==> src/design/awt_pkg.sv <==
// ----------------------------------------------------------------------------
// awt_pkg - shared types and helpers of the ASCII/UTF-8 word tokeniser
// Byte classes, word phases, the classified item passed from the intake
// queue to the tokeniser core, and the bundle of token bytes it emits.
// ----------------------------------------------------------------------------
`default_nettype none

package awt_pkg;

  // Default queue depths.
  localparam int unsigned IN_DEPTH_DEF  = 4;
  localparam int unsigned OUT_DEPTH_DEF = 8;

  // Most token bytes that one text byte can release.
  localparam int unsigned EMIT_MAX = 4;
  localparam int unsigned EMIT_CW  = $clog2(EMIT_MAX + 1);

  // Byte classification constants.
  localparam logic [7:0] HIGH_BIT_MIN = 8'h80;
  localparam logic [2:0] LEAD2_TAG    = 3'h6;
  localparam logic [3:0] LEAD3_TAG    = 4'hE;
  localparam logic [4:0] LEAD4_TAG    = 5'h1E;
  localparam logic [7:0] CASE_OFFSET  = 8'h20;

  // Lengths of a UTF-8 character in bytes.
  localparam logic [2:0] LEN_ONE   = 3'd1;
  localparam logic [2:0] LEN_TWO   = 3'd2;
  localparam logic [2:0] LEN_THREE = 3'd3;
  localparam logic [2:0] LEN_FOUR  = 3'd4;

  typedef enum logic [1:0] {
    CLS_WORD,    // ASCII letter or digit
    CLS_OTHER,   // any other ASCII byte
    CLS_LEAD,    // valid UTF-8 lead byte
    CLS_SINGLE   // high byte that is no valid lead byte
  } awt_cls_t;

  typedef enum logic [1:0] {
    PH_NONE,     // no word in progress
    PH_ONE,      // one character held, nothing emitted
    PH_MANY      // two or more characters seen
  } awt_phase_t;

  typedef struct packed {
    logic [7:0] raw;
    logic [7:0] lc;
    awt_cls_t   cls;
    logic [2:0] len;
    logic       last;
  } awt_item_t;

  typedef struct packed {
    logic [EMIT_CW-1:0]            cnt;
    logic [EMIT_MAX-1:0][7:0]      data;
    logic [EMIT_MAX-1:0]           last;
  } awt_emit_t;

  // Classify one byte and give its lowercased form.
  function automatic awt_item_t awt_classify(input logic [7:0] b);
    awt_item_t it;
    logic      is_digit;
    logic      is_upper;
    logic      is_lower;
    is_digit = (b >= 8'h30) && (b <= 8'h39);
    is_upper = (b >= 8'h41) && (b <= 8'h5A);
    is_lower = (b >= 8'h61) && (b <= 8'h7A);
    it.raw  = b;
    it.lc   = is_upper ? (b + CASE_OFFSET) : b;
    it.len  = LEN_ONE;
    it.last = 1'b0;
    it.cls  = CLS_OTHER;
    if (b < HIGH_BIT_MIN) begin
      it.cls = (is_digit || is_upper || is_lower) ? CLS_WORD : CLS_OTHER;
    end else if (b[7:5] == LEAD2_TAG) begin
      it.cls = CLS_LEAD;
      it.len = LEN_TWO;
    end else if (b[7:4] == LEAD3_TAG) begin
      it.cls = CLS_LEAD;
      it.len = LEN_THREE;
    end else if (b[7:3] == LEAD4_TAG) begin
      it.cls = CLS_LEAD;
      it.len = LEN_FOUR;
    end else begin
      it.cls = CLS_SINGLE;
    end
    return it;
  endfunction

endpackage

`default_nettype wire

==> src/design/awt_front.sv <==
// ----------------------------------------------------------------------------
// awt_front - intake queue of the word tokeniser
// Accepts text bytes, classifies them on entry and keeps them in a short
// queue until the tokeniser core takes them.
// ----------------------------------------------------------------------------
`default_nettype none

module awt_front import awt_pkg::*; #(
  parameter int unsigned DEPTH = IN_DEPTH_DEF
) (
  input  wire logic       clk,
  input  wire logic       rst_n,
  input  wire logic       in_push,
  input  wire logic [7:0] in_text_byte,
  input  wire logic       in_end_of_text,
  output logic            in_full,
  output logic            head_valid,
  output awt_item_t       head,
  input  wire logic       head_pop
);

  localparam int unsigned AW = (DEPTH > 1) ? $clog2(DEPTH) : 1;
  localparam int unsigned CW = $clog2(DEPTH + 1);

  awt_item_t       q_r [DEPTH];
  logic [AW-1:0]   wr_ptr_r, wr_ptr_nxt;
  logic [AW-1:0]   rd_ptr_r, rd_ptr_nxt;
  logic [CW-1:0]   cnt_r, cnt_nxt;
  logic            push_ok;
  logic            pop_ok;
  awt_item_t       item;

  // Classify the incoming byte and tag the end of the text.
  always_comb begin
    item      = awt_classify(in_text_byte);
    item.last = in_end_of_text;
  end

  assign in_full    = (cnt_r == CW'(DEPTH));
  assign head_valid = (cnt_r != '0);
  assign head       = q_r[rd_ptr_r];
  assign push_ok    = in_push && !in_full;
  assign pop_ok     = head_pop && head_valid;

  // Pointer and fill count updates.
  always_comb begin
    wr_ptr_nxt = wr_ptr_r;
    rd_ptr_nxt = rd_ptr_r;
    cnt_nxt    = cnt_r;
    if (push_ok) begin
      wr_ptr_nxt = (wr_ptr_r == AW'(DEPTH - 1)) ? '0 : wr_ptr_r + AW'(1);
    end
    if (pop_ok) begin
      rd_ptr_nxt = (rd_ptr_r == AW'(DEPTH - 1)) ? '0 : rd_ptr_r + AW'(1);
    end
    if (push_ok && !pop_ok) begin
      cnt_nxt = cnt_r + CW'(1);
    end else if (pop_ok && !push_ok) begin
      cnt_nxt = cnt_r - CW'(1);
    end
  end

  always_ff @(posedge clk) begin
    if (!rst_n) begin
      wr_ptr_r <= '0;
      rd_ptr_r <= '0;
      cnt_r    <= '0;
    end else begin
      wr_ptr_r <= wr_ptr_nxt;
      rd_ptr_r <= rd_ptr_nxt;
      cnt_r    <= cnt_nxt;
    end
  end

  // Queue storage needs no reset.
  always_ff @(posedge clk) begin
    if (push_ok) begin
      q_r[wr_ptr_r] <= item;
    end
  end

endmodule

`default_nettype wire

==> src/design/awt_back.sv <==
// ----------------------------------------------------------------------------
// awt_back - tokeniser core
// Runs the word and UTF-8 collection state on one classified byte per cycle while
// the output queue has room, and hands up to four token bytes to it. At the end of a text
// inside an unfinished character it re-processes the bytes collected after the lead.
// ----------------------------------------------------------------------------
`default_nettype none

module awt_back import awt_pkg::*; (
  input  wire logic       clk,
  input  wire logic       rst_n,
  input  wire logic       head_valid,
  input  wire awt_item_t  head,
  output logic            head_pop,
  input  wire logic       room,
  output awt_emit_t       emit
);

  logic [7:0]  held_r, held_nxt;
  awt_phase_t  phase_r, phase_nxt;
  logic [7:0]  buf_r [4];
  logic [7:0]  buf_nxt [4];
  logic [2:0]  need_r, need_nxt;
  logic [1:0]  have_r, have_nxt;
  logic [7:0]  rep_r [2];
  logic [7:0]  rep_nxt [2];
  logic [1:0]  rep_cnt_r, rep_cnt_nxt;

  logic        rep_act;
  awt_item_t   cur;
  logic        cur_last;
  logic        go;
  logic        collecting;
  logic [2:0]  have_inc;
  logic        complete;

  // Pick the byte to work on: a re-processed byte wins over the queue.
  always_comb begin
    rep_act  = (rep_cnt_r != 2'd0);
    cur      = rep_act ? awt_classify(rep_r[0]) : head;
    cur_last = rep_act ? (rep_cnt_r == 2'd1) : head.last;
    go       = room && (rep_act || head_valid);
    head_pop = go && !rep_act;
    collecting = (need_r != 3'd0);
    have_inc   = {1'b0, have_r} + 3'd1;
    complete   = (have_inc >= need_r);
  end

  // Next state.
  always_comb begin
    held_nxt    = held_r;
    phase_nxt   = phase_r;
    need_nxt    = need_r;
    have_nxt    = have_r;
    buf_nxt     = buf_r;
    rep_nxt     = rep_r;
    rep_cnt_nxt = rep_cnt_r;
    if (go) begin
      if (rep_act) begin
        rep_nxt[0]  = rep_r[1];
        rep_cnt_nxt = rep_cnt_r - 2'd1;
      end
      if (collecting) begin
        buf_nxt[have_r] = cur.raw;
        if (complete) begin
          need_nxt = 3'd0;
          have_nxt = 2'd0;
        end else begin
          have_nxt = have_inc[1:0];
        end
      end else begin
        unique case (cur.cls)
          CLS_WORD: begin
            phase_nxt = (phase_r == PH_NONE) ? PH_ONE : PH_MANY;
            held_nxt  = cur.lc;
          end
          CLS_OTHER, CLS_SINGLE: begin
            phase_nxt = PH_NONE;
            held_nxt  = 8'h00;
          end
          CLS_LEAD: begin
            phase_nxt  = PH_NONE;
            held_nxt   = 8'h00;
            buf_nxt[0] = cur.raw;
            need_nxt   = cur.len;
            have_nxt   = 2'd1;
          end
        endcase
      end
      // End of text: collected bytes after an unfinished lead go round again.
      if (cur_last) begin
        if ((need_nxt != 3'd0) && (have_nxt >= 2'd2)) begin
          rep_nxt[0]  = buf_nxt[1];
          rep_nxt[1]  = buf_nxt[2];
          rep_cnt_nxt = have_nxt - 2'd1;
        end
        held_nxt  = 8'h00;
        phase_nxt = PH_NONE;
        need_nxt  = 3'd0;
        have_nxt  = 2'd0;
      end
    end
  end

  // Token bytes released by this byte.
  always_comb begin
    emit = '0;
    if (go) begin
      if (collecting) begin
        if (complete) begin
          emit.cnt = EMIT_CW'(need_r);
          for (int k = 0; k < 4; k++) begin
            emit.data[k] = (2'(k) == have_r) ? cur.raw : buf_r[k];
            emit.last[k] = (3'(k + 1) == need_r);
          end
        end
      end else begin
        unique case (cur.cls)
          CLS_WORD: begin
            if (phase_r != PH_NONE) begin
              emit.data[0] = held_r;
              emit.cnt     = EMIT_CW'(1);
              if (cur_last) begin
                emit.data[1] = cur.lc;
                emit.last[1] = 1'b1;
                emit.cnt     = EMIT_CW'(2);
              end
            end
          end
          CLS_OTHER, CLS_LEAD: begin
            if (phase_r == PH_MANY) begin
              emit.data[0] = held_r;
              emit.last[0] = 1'b1;
              emit.cnt     = EMIT_CW'(1);
            end
          end
          CLS_SINGLE: begin
            if (phase_r == PH_MANY) begin
              emit.data[0] = held_r;
              emit.last[0] = 1'b1;
              emit.data[1] = cur.raw;
              emit.last[1] = 1'b1;
              emit.cnt     = EMIT_CW'(2);
            end else begin
              emit.data[0] = cur.raw;
              emit.last[0] = 1'b1;
              emit.cnt     = EMIT_CW'(1);
            end
          end
        endcase
      end
    end
  end

  always_ff @(posedge clk) begin
    if (!rst_n) begin
      held_r    <= 8'h00;
      phase_r   <= PH_NONE;
      need_r    <= 3'd0;
      have_r    <= 2'd0;
      rep_cnt_r <= 2'd0;
    end else begin
      held_r    <= held_nxt;
      phase_r   <= phase_nxt;
      need_r    <= need_nxt;
      have_r    <= have_nxt;
      rep_cnt_r <= rep_cnt_nxt;
    end
  end

  // Character buffer and re-process bytes carry no reset.
  always_ff @(posedge clk) begin
    buf_r <= buf_nxt;
    rep_r <= rep_nxt;
  end

endmodule

`default_nettype wire

==> src/design/awt_outq.sv <==
// ----------------------------------------------------------------------------
// awt_outq - token output queue
// Takes up to four token bytes per cycle from the tokeniser core and presents
// them one at a time, oldest first, to the consumer.
// ----------------------------------------------------------------------------
`default_nettype none

module awt_outq import awt_pkg::*; #(
  parameter int unsigned DEPTH = OUT_DEPTH_DEF
) (
  input  wire logic       clk,
  input  wire logic       rst_n,
  input  wire awt_emit_t  emit,
  output logic            room,
  output logic            empty,
  input  wire logic       pop,
  output logic [7:0]      token_byte,
  output logic            token_end
);

  // DEPTH must be at least EMIT_MAX.
  localparam int unsigned AW = (DEPTH > 1) ? $clog2(DEPTH) : 1;
  localparam int unsigned CW = $clog2(DEPTH + 1);

  logic [7:0]    data_r [DEPTH];
  logic          end_r  [DEPTH];
  logic [AW-1:0] wr_ptr_r, wr_ptr_nxt;
  logic [AW-1:0] rd_ptr_r, rd_ptr_nxt;
  logic [CW-1:0] cnt_r, cnt_nxt;
  logic [AW-1:0] widx [EMIT_MAX];
  logic [AW:0]   sum;
  logic [AW:0]   adv;
  logic          pop_ok;

  assign empty      = (cnt_r == '0);
  assign room       = (cnt_r <= CW'(DEPTH - EMIT_MAX));
  assign token_byte = data_r[rd_ptr_r];
  assign token_end  = end_r[rd_ptr_r];
  assign pop_ok     = pop && !empty;

  // Write addresses of the incoming bytes, wrapping round the queue.
  always_comb begin
    for (int i = 0; i < EMIT_MAX; i++) begin
      sum = {1'b0, wr_ptr_r} + (AW + 1)'(i);
      if (sum >= (AW + 1)'(DEPTH)) begin
        sum = sum - (AW + 1)'(DEPTH);
      end
      widx[i] = sum[AW-1:0];
    end
    adv = {1'b0, wr_ptr_r} + (AW + 1)'(emit.cnt);
    if (adv >= (AW + 1)'(DEPTH)) begin
      adv = adv - (AW + 1)'(DEPTH);
    end
  end

  // Pointer and fill count updates.
  always_comb begin
    wr_ptr_nxt = adv[AW-1:0];
    rd_ptr_nxt = rd_ptr_r;
    if (pop_ok) begin
      rd_ptr_nxt = (rd_ptr_r == AW'(DEPTH - 1)) ? '0 : rd_ptr_r + AW'(1);
    end
    cnt_nxt = cnt_r + CW'(emit.cnt) - CW'(pop_ok);
  end

  always_ff @(posedge clk) begin
    if (!rst_n) begin
      wr_ptr_r <= '0;
      rd_ptr_r <= '0;
      cnt_r    <= '0;
    end else begin
      wr_ptr_r <= wr_ptr_nxt;
      rd_ptr_r <= rd_ptr_nxt;
      cnt_r    <= cnt_nxt;
    end
  end

  // Queue storage needs no reset.
  always_ff @(posedge clk) begin
    for (int i = 0; i < EMIT_MAX; i++) begin
      if (EMIT_CW'(i) < emit.cnt) begin
        data_r[widx[i]] <= emit.data[i];
        end_r[widx[i]]  <= emit.last[i];
      end
    end
  end

endmodule

`default_nettype wire

==> src/design/ascii_utf8_word_tokenizer.sv <==
// Order: a token byte enters the output queue when the core takes the text byte
//   that releases it; a word's newest character waits for the next byte.
// Throughput: one text byte per cycle, set by the core, while the output queue has room;
//   at a text end inside an unfinished UTF-8 character, re-processed bytes go first.
// Reset: synchronous, active low; clears both queues and the tokeniser state.
// ----------------------------------------------------------------------------
// ascii_utf8_word_tokenizer - top level of the word tokeniser
// Intake queue with byte classification, tokeniser core and token output
// queue, each with its own handshake so either side can stall.
// ----------------------------------------------------------------------------
`default_nettype none

module ascii_utf8_word_tokenizer import awt_pkg::*; #(
  parameter int unsigned IN_DEPTH  = IN_DEPTH_DEF,
  parameter int unsigned OUT_DEPTH = OUT_DEPTH_DEF
) (
  input  wire logic       clk,
  input  wire logic       rst_n,
  input  wire logic       in_push,
  input  wire logic [7:0] in_text_byte,
  input  wire logic       in_end_of_text,
  output logic            in_full,
  output logic            out_empty,
  input  wire logic       out_pop,
  output logic [7:0]      out_token_byte,
  output logic            out_token_end
);

  logic      head_valid;
  awt_item_t head;
  logic      head_pop;
  logic      room;
  awt_emit_t emit;

  // Intake and classification.
  awt_front #(
    .DEPTH (IN_DEPTH)
  ) u_front (
    .clk            (clk),
    .rst_n          (rst_n),
    .in_push        (in_push),
    .in_text_byte   (in_text_byte),
    .in_end_of_text (in_end_of_text),
    .in_full        (in_full),
    .head_valid     (head_valid),
    .head           (head),
    .head_pop       (head_pop)
  );

  // Word and UTF-8 tokeniser core.
  awt_back u_back (
    .clk        (clk),
    .rst_n      (rst_n),
    .head_valid (head_valid),
    .head       (head),
    .head_pop   (head_pop),
    .room       (room),
    .emit       (emit)
  );

  // Token output queue.
  awt_outq #(
    .DEPTH (OUT_DEPTH)
  ) u_outq (
    .clk        (clk),
    .rst_n      (rst_n),
    .emit       (emit),
    .room       (room),
    .empty      (out_empty),
    .pop        (out_pop),
    .token_byte (out_token_byte),
    .token_end  (out_token_end)
  );

endmodule

`default_nettype wire

==> config.mk <==
export PLATFORM = sky130hd
export DESIGN_NAME = ascii_utf8_word_tokenizer
export DESIGN_NICKNAME = d
export VERILOG_FILES = /design/src/design/awt_pkg.sv /design/src/design/awt_front.sv /design/src/design/awt_back.sv /design/src/design/awt_outq.sv /design/src/design/ascii_utf8_word_tokenizer.sv
export SDC_FILE = /design/constraint.sdc
export NUM_CORES = 1
export LEC_CHECK = 0
export ABC_AREA = 0
export BUFFER_PORTS_ARGS = -buffer_cell sky130_fd_sc_hd__buf_4
export CORE_MARGIN = 1.5
export CORE_UTILIZATION = 35
export DETAILED_ROUTE_END_ITERATION = 7
export GPL_TIMING_DRIVEN = 0
export SLEW_MARGIN = 30
export SYNTH_ARGS = -nofsm -noshare
export SYNTH_HDL_FRONTEND = slang
export SYNTH_SLANG_ARGS = --single-unit
==> constraint.sdc <==
create_clock -name clk -period 5 [get_ports clk]
set_input_delay 1.25 -clock clk [delete_from_list [all_inputs] [get_ports clk]]
set_output_delay 1.25 -clock clk [all_outputs]
set_load 0.02 [all_outputs]
==> report_table.html <==
<table>
<tr><th>Metric</th><th>Value</th></tr>
<tr><th colspan="2">Run status</th></tr>
<tr><td>Status</td><td>finished clean</td></tr>
<tr><th colspan="2">Synthesis</th></tr>
<tr><td>Async SR Flop Fraction</td><td>0%</td></tr>
<tr><td>Warnings, synthesis</td><td>0</td></tr>
<tr><td>Yosys cell types</td><td>75</td></tr>
<tr><td>Share of the synthesized area in the top cell type</td><td>42.90%</td></tr>
<tr><td>Most area-hungry cell type in the Yosys netlist</td><td>edfxtp_1</td></tr>
<tr><td>Leading cell types by count after synthesis</td><td>edfxtp_1 (184), nand2_1 (104), nor2_1 (96)</td></tr>
<tr><td>Gate count of the mapped netlist</td><td>1203</td></tr>
<tr><td>Post-synthesis register bit count</td><td>223</td></tr>
<tr><td>Number of flops mapped to enable cells by yosys</td><td>184</td></tr>
<tr><td>Sequential area share after synthesis</td><td>48.97%</td></tr>
<tr><td>Avg Inst Size Synth</td><td>10.71 um^2</td></tr>
<tr><td>Net Count, Synth</td><td>1252</td></tr>
<tr><td>Primary FF master, synth</td><td>edfxtp_1</td></tr>
<tr><td>Synth Cell Area</td><td>12880 um^2</td></tr>
<tr><td>Top cells by area in the synthesized netlist</td><td>edfxtp_1 (43%), dfxtp_1 (6.1%), mux4_2 (5.8%), a221oi_1 (4.3%), ha_1 (3.2%)</td></tr>
<tr><td>Most common cell in the netlist</td><td>edfxtp_1</td></tr>
<tr><th colspan="2">Floorplanning</th></tr>
<tr><td>Total core area</td><td>36430 um^2</td></tr>
<tr><td>FP Rows</td><td>70</td></tr>
<tr><td>Initial standard-cell utilization of the core</td><td>35.35%</td></tr>
<tr><td>Number of primary I/O pins</td><td>24</td></tr>
<tr><td>Die area</td><td>37950 um^2</td></tr>
<tr><td>Die Y</td><td>194.8 um</td></tr>
<tr><td>Horizontal die dimension</td><td>194.8 um</td></tr>
<tr><th colspan="2">Finish</th></tr>
<tr><td>Area taken by flip-flops and latches</td><td>6306 um^2</td></tr>
<tr><td>Share of final-layout standard cells stronger than drive strength 1</td><td>16.24%</td></tr>
<tr><td>Area delta synth-&gt;final</td><td>14.76%</td></tr>
<tr><td>Fill cell instance count of the final layout</td><td>3556</td></tr>
<tr><td>Area of the multi-input gates</td><td>6295 um^2</td></tr>
<tr><td># nets final</td><td>1316</td></tr>
<tr><td>Count of antenna diodes in the layout</td><td>0</td></tr>
<tr><td>Final non-filler cell area</td><td>14780 um^2</td></tr>
<tr><th colspan="2">GRT</th></tr>
<tr><td>Via count of the first global-routing pass</td><td>9831</td></tr>
<tr><td>Number of antenna violations at the first check in global routing</td><td>1</td></tr>
<tr><td>Global-route wire length before repair</td><td>61180 um</td></tr>
<tr><td>Sum of overflow across all layers after global routing</td><td>0</td></tr>
<tr><td>Largest net degree at the start of global routing</td><td>29</td></tr>
<tr><td>Overall global routing resource usage</td><td>20.86%</td></tr>
<tr><th colspan="2">Pwr</th></tr>
<tr><td>Overall power of the completed layout</td><td>7.376 mW</td></tr>
<tr><td>IR Drop Worst-Case VDD</td><td>0.3066 mV</td></tr>
<tr><td>Power per Cell Area</td><td>499.1 nW/um^2</td></tr>
<tr><td>Leakage power summed over all cells</td><td>5.194 nW</td></tr>
<tr><th colspan="2">Clocking</th></tr>
<tr><td>Clk pin slew, worst setup/hold paths</td><td>0.06 ns</td></tr>
<tr><td>Num Clock Sinks</td><td>223</td></tr>
<tr><td>Clock tree from TritonCTS</td><td>done</td></tr>
<tr><td>H-Tree Depth</td><td>1</td></tr>
<tr><td>CTS Buf Count</td><td>26</td></tr>
<tr><td>Max Buffers Root-to-Sink</td><td>3</td></tr>
<tr><td>Total of hold buffers inserted after clock tree synthesis</td><td>0</td></tr>
<tr><td>Buffer cell driving the clock tree root</td><td>clkbuf_16</td></tr>
<tr><td>Clock latency of the later-clocked register in the worst-skew pair</td><td>0.56 ns</td></tr>
<tr><th colspan="2">STA</th></tr>
<tr><td>Worst-case clock skew</td><td>0.008272 ns</td></tr>
<tr><td>Post-route setup slack</td><td>0.2597 ns</td></tr>
<tr><td>Final worst path period share</td><td>94.81%</td></tr>
<tr><td>Max_slew headroom</td><td>32.29%</td></tr>
<tr><td>Minimum clock period</td><td>4.740 ns</td></tr>
<tr><td>Actual slew at the worst max-slew pin</td><td>0.9874 ns</td></tr>
<tr><td>Setup repair after global routing missed its margin</td><td>no</td></tr>
<tr><td>Total setup violations reported at the end of the flow</td><td>0</td></tr>
<tr><td>Hold Violations, Final</td><td>0</td></tr>
<tr><td>Peak clock frequency supported by timing</td><td>0.2110 GHz</td></tr>
<tr><td>Max-slew violations</td><td>0</td></tr>
<tr><th colspan="2">Detailed routing</th></tr>
<tr><td>Detailed Route Iter0 Violations</td><td>1401</td></tr>
<tr><td>Routed len/inst</td><td>22.76 um</td></tr>
<tr><td>Final routed DRC violation total</td><td>0</td></tr>
<tr><td>Overall via count from detail_route</td><td>10530</td></tr>
<tr><td>Number of vias per cell</td><td>5.998</td></tr>
<tr><td>Post-route ant nets</td><td>0</td></tr>
<tr><td>First-pass iteration count of the detailed router</td><td>7</td></tr>
<tr><td>Total wire length after detailed routing</td><td>39950 um</td></tr>
<tr><th colspan="2">Worst setup path</th></tr>
<tr><td>R2R cell count</td><td>17</td></tr>
<tr><td>Worst reg2reg path startpoint</td><td>u_back.rep_cnt_r[0]</td></tr>
<tr><td>Top fanout value on the critical path</td><td>10</td></tr>
<tr><td>Crit path top cell by count</td><td>buf_2</td></tr>
<tr><td>Largest delay share family, worst path</td><td>compound AO/OA/AOI/OAI gates</td></tr>
<tr><td>Launching element type of the critical path</td><td>flip-flop</td></tr>
<tr><td>Crit-path max cell delay</td><td>0.38 ns</td></tr>
<tr><td>Worst setup slack for register-to-register paths</td><td>0.26 ns</td></tr>
<tr><td>Chain of cells forming the critical path</td><td>nor2_1, buf_2, buf_2, nand2_1, o21ai_0, a31o_2, ha_1, nand3b_1, o21ai_0, a31oi_2, o31ai_4, buf_2, o21bai_2, a21boi_0, o211ai_1, buf_4, buf_2</td></tr>
<tr><td>Slowest cell on crit path</td><td>buf_2</td></tr>
<tr><td>Crit end category</td><td>flip-flop</td></tr>
<tr><td>Required time reported for the critical path endpoint</td><td>5.25 ns</td></tr>
<tr><td>Crit path arrival time</td><td>4.99 ns</td></tr>
<tr><td>Endpoint of the lowest-slack register-to-register path</td><td>u_outq.data_r[2][6]</td></tr>
<tr><td>Setup CP Type</td><td>flip-flop to flip-flop</td></tr>
<tr><td>CP bufs+invs</td><td>5</td></tr>
<tr><th colspan="2">Hold path</th></tr>
<tr><td>Hold Path Depth</td><td>2</td></tr>
<tr><td>Hold Path Origin</td><td>u_back.held_r[5]</td></tr>
<tr><td>Class of the tightest hold or removal check</td><td>flip-flop to flip-flop</td></tr>
<tr><td>End point of the most critical hold path</td><td>u_back.held_r[5]</td></tr>
<tr><th colspan="2">Placed design</th></tr>
<tr><td>IO Port Bufs</td><td>22</td></tr>
<tr><td>Sum of net half-perimeters after detailed placement</td><td>28570 um</td></tr>
<tr><td>Global placer's final weighted congestion</td><td>0.9534</td></tr>
<tr><td>Worst setup timing slack at the placement stage</td><td>-0.4612 ns</td></tr>
<tr><td>Dpl cell area</td><td>13790 um^2</td></tr>
<tr><th colspan="2">Run</th></tr>
<tr><td>Number of max-capacitance violations reported</td><td>0</td></tr>
</table>
[layout make-up]
class	count	share of cell area [%]
tap	468	3.962
inverter	38	0.9651
clock buffer	30	4.504
multi-input combinational	866	42.59
buffer	73	2.159
clock inverter	18	1.134
timing repair buffer	39	2.015
sequential	223	42.67
[placed cells by master, fill, tap and decap left out, types with 37 or more instances in the layout]
| cell type | count |
|---|---|
| nor2_1 | 96 |
| a21oi_1 | 59 |
| clkbuf_1 | 48 |
| a22oi_1 | 47 |
| inv_1 | 37 |
| nand2_1 | 104 |
| edfxtp_1 | 184 |
| o21ai_0 | 43 |
| nand3_1 | 56 |
| a221oi_1 | 63 |
| dfxtp_1 | 39 |
[power by group]
group / internal [mW] / switching [mW] / total [mW]
sequential: 2.46 / 0.178 / 2.63
clock: 1.07 / 0.814 / 1.88
combinational: 1.04 / 1.82 / 2.86
total: 4.57 / 2.81 / 7.38
[how the worst max path moves through the flow]
stage / start / slack (ns) / to / cells after the start
after floorplan: u_back.rep_r[13] / 0.78 / u_outq.cnt_r[3] / 23
after global placement: u_back.rep_r[13] / -0.65 / u_outq.data_r[2][1] / 19
after detailed placement: u_back.rep_r[13] / -0.46 / u_outq.data_r[2][5] / 20
after CTS: u_back.rep_r[13] / -0.09 / u_outq.cnt_r[3] / 24
after global routing: u_back.rep_cnt_r[0] / 0.004 / u_outq.cnt_r[3] / 19
final: u_back.rep_cnt_r[0] / 0.26 / u_outq.data_r[2][6] / 17
[registers in the layout (all words and copies together) (netlist names), named ones only]
register and flops:
u_front.rd_ptr_r 2, u_back.rep_cnt_r 2, u_outq.end_r 8, u_outq.cnt_r 4
u_front.cnt_r 3, u_back.buf_r 32, u_back.held_r 8, u_outq.wr_ptr_r 3
u_outq.data_r 64, u_back.have_r 2, u_outq.rd_ptr_r 3, u_front.q_r 64
u_back.phase_r 2, u_front.wr_ptr_r 2, u_back.need_r 3, u_back.rep_r 16
[per-stage QoR]
stage          cells  hold WS [ns]  util [%]   TNS, ns
2_1_floorplan   1203        0.4414         -         0
3_3_place_gp    1693        0.4631     37.41    -18.74
3_5_place_dp    1698        0.4706     37.86    -10.52
4_1_cts         1748        0.4840     40.30  -0.09051
5_1_grt         1755        0.5079     40.56         0
6_report        1755        0.4819     40.56         0
[worst register-to-register path, delay by kind of cell (launching register included)]
family                   cells  cell delay, ns
AO/OA/AOI/OAI                8            1.75
adder cells (fa/ha/maj)      1            0.30
buffers and inverters        5            1.44
flip-flops                   1            0.36
AND/OR/NAND/NOR              3            0.61
[per-layer routing]
layer	wire length, um	global-route usage [%]
met2	17730	32.07
met3	3207	3.557
met1	17600	29.87
met5	13	0
met4	1397	6.776
[repair_timing]
action / in CTS / in global routing
setup buffers: 2 / 8
resized for setup: 9 / 7
setup endpoints to repair: 72 / 144
pin swaps: 1 / 1
endpoints found under the hold margin: 0 / 0
[kinds of logic (layout without fill, tap and decap cells)]
group	Yosys count	count (layout)	synth area share, %
AOI/OAI and AO/OA	344	344	19.08
xor gates and xnor gates	12	12	0.8161
adders and majority gates	36	36	3.672
buffers and inverters	114	198	3.643
DFF	223	223	48.97
muxes	65	65	8.452
and+or+nand+nor	409	409	15.37
Note: power is estimated with default switching activity, not from simulation.
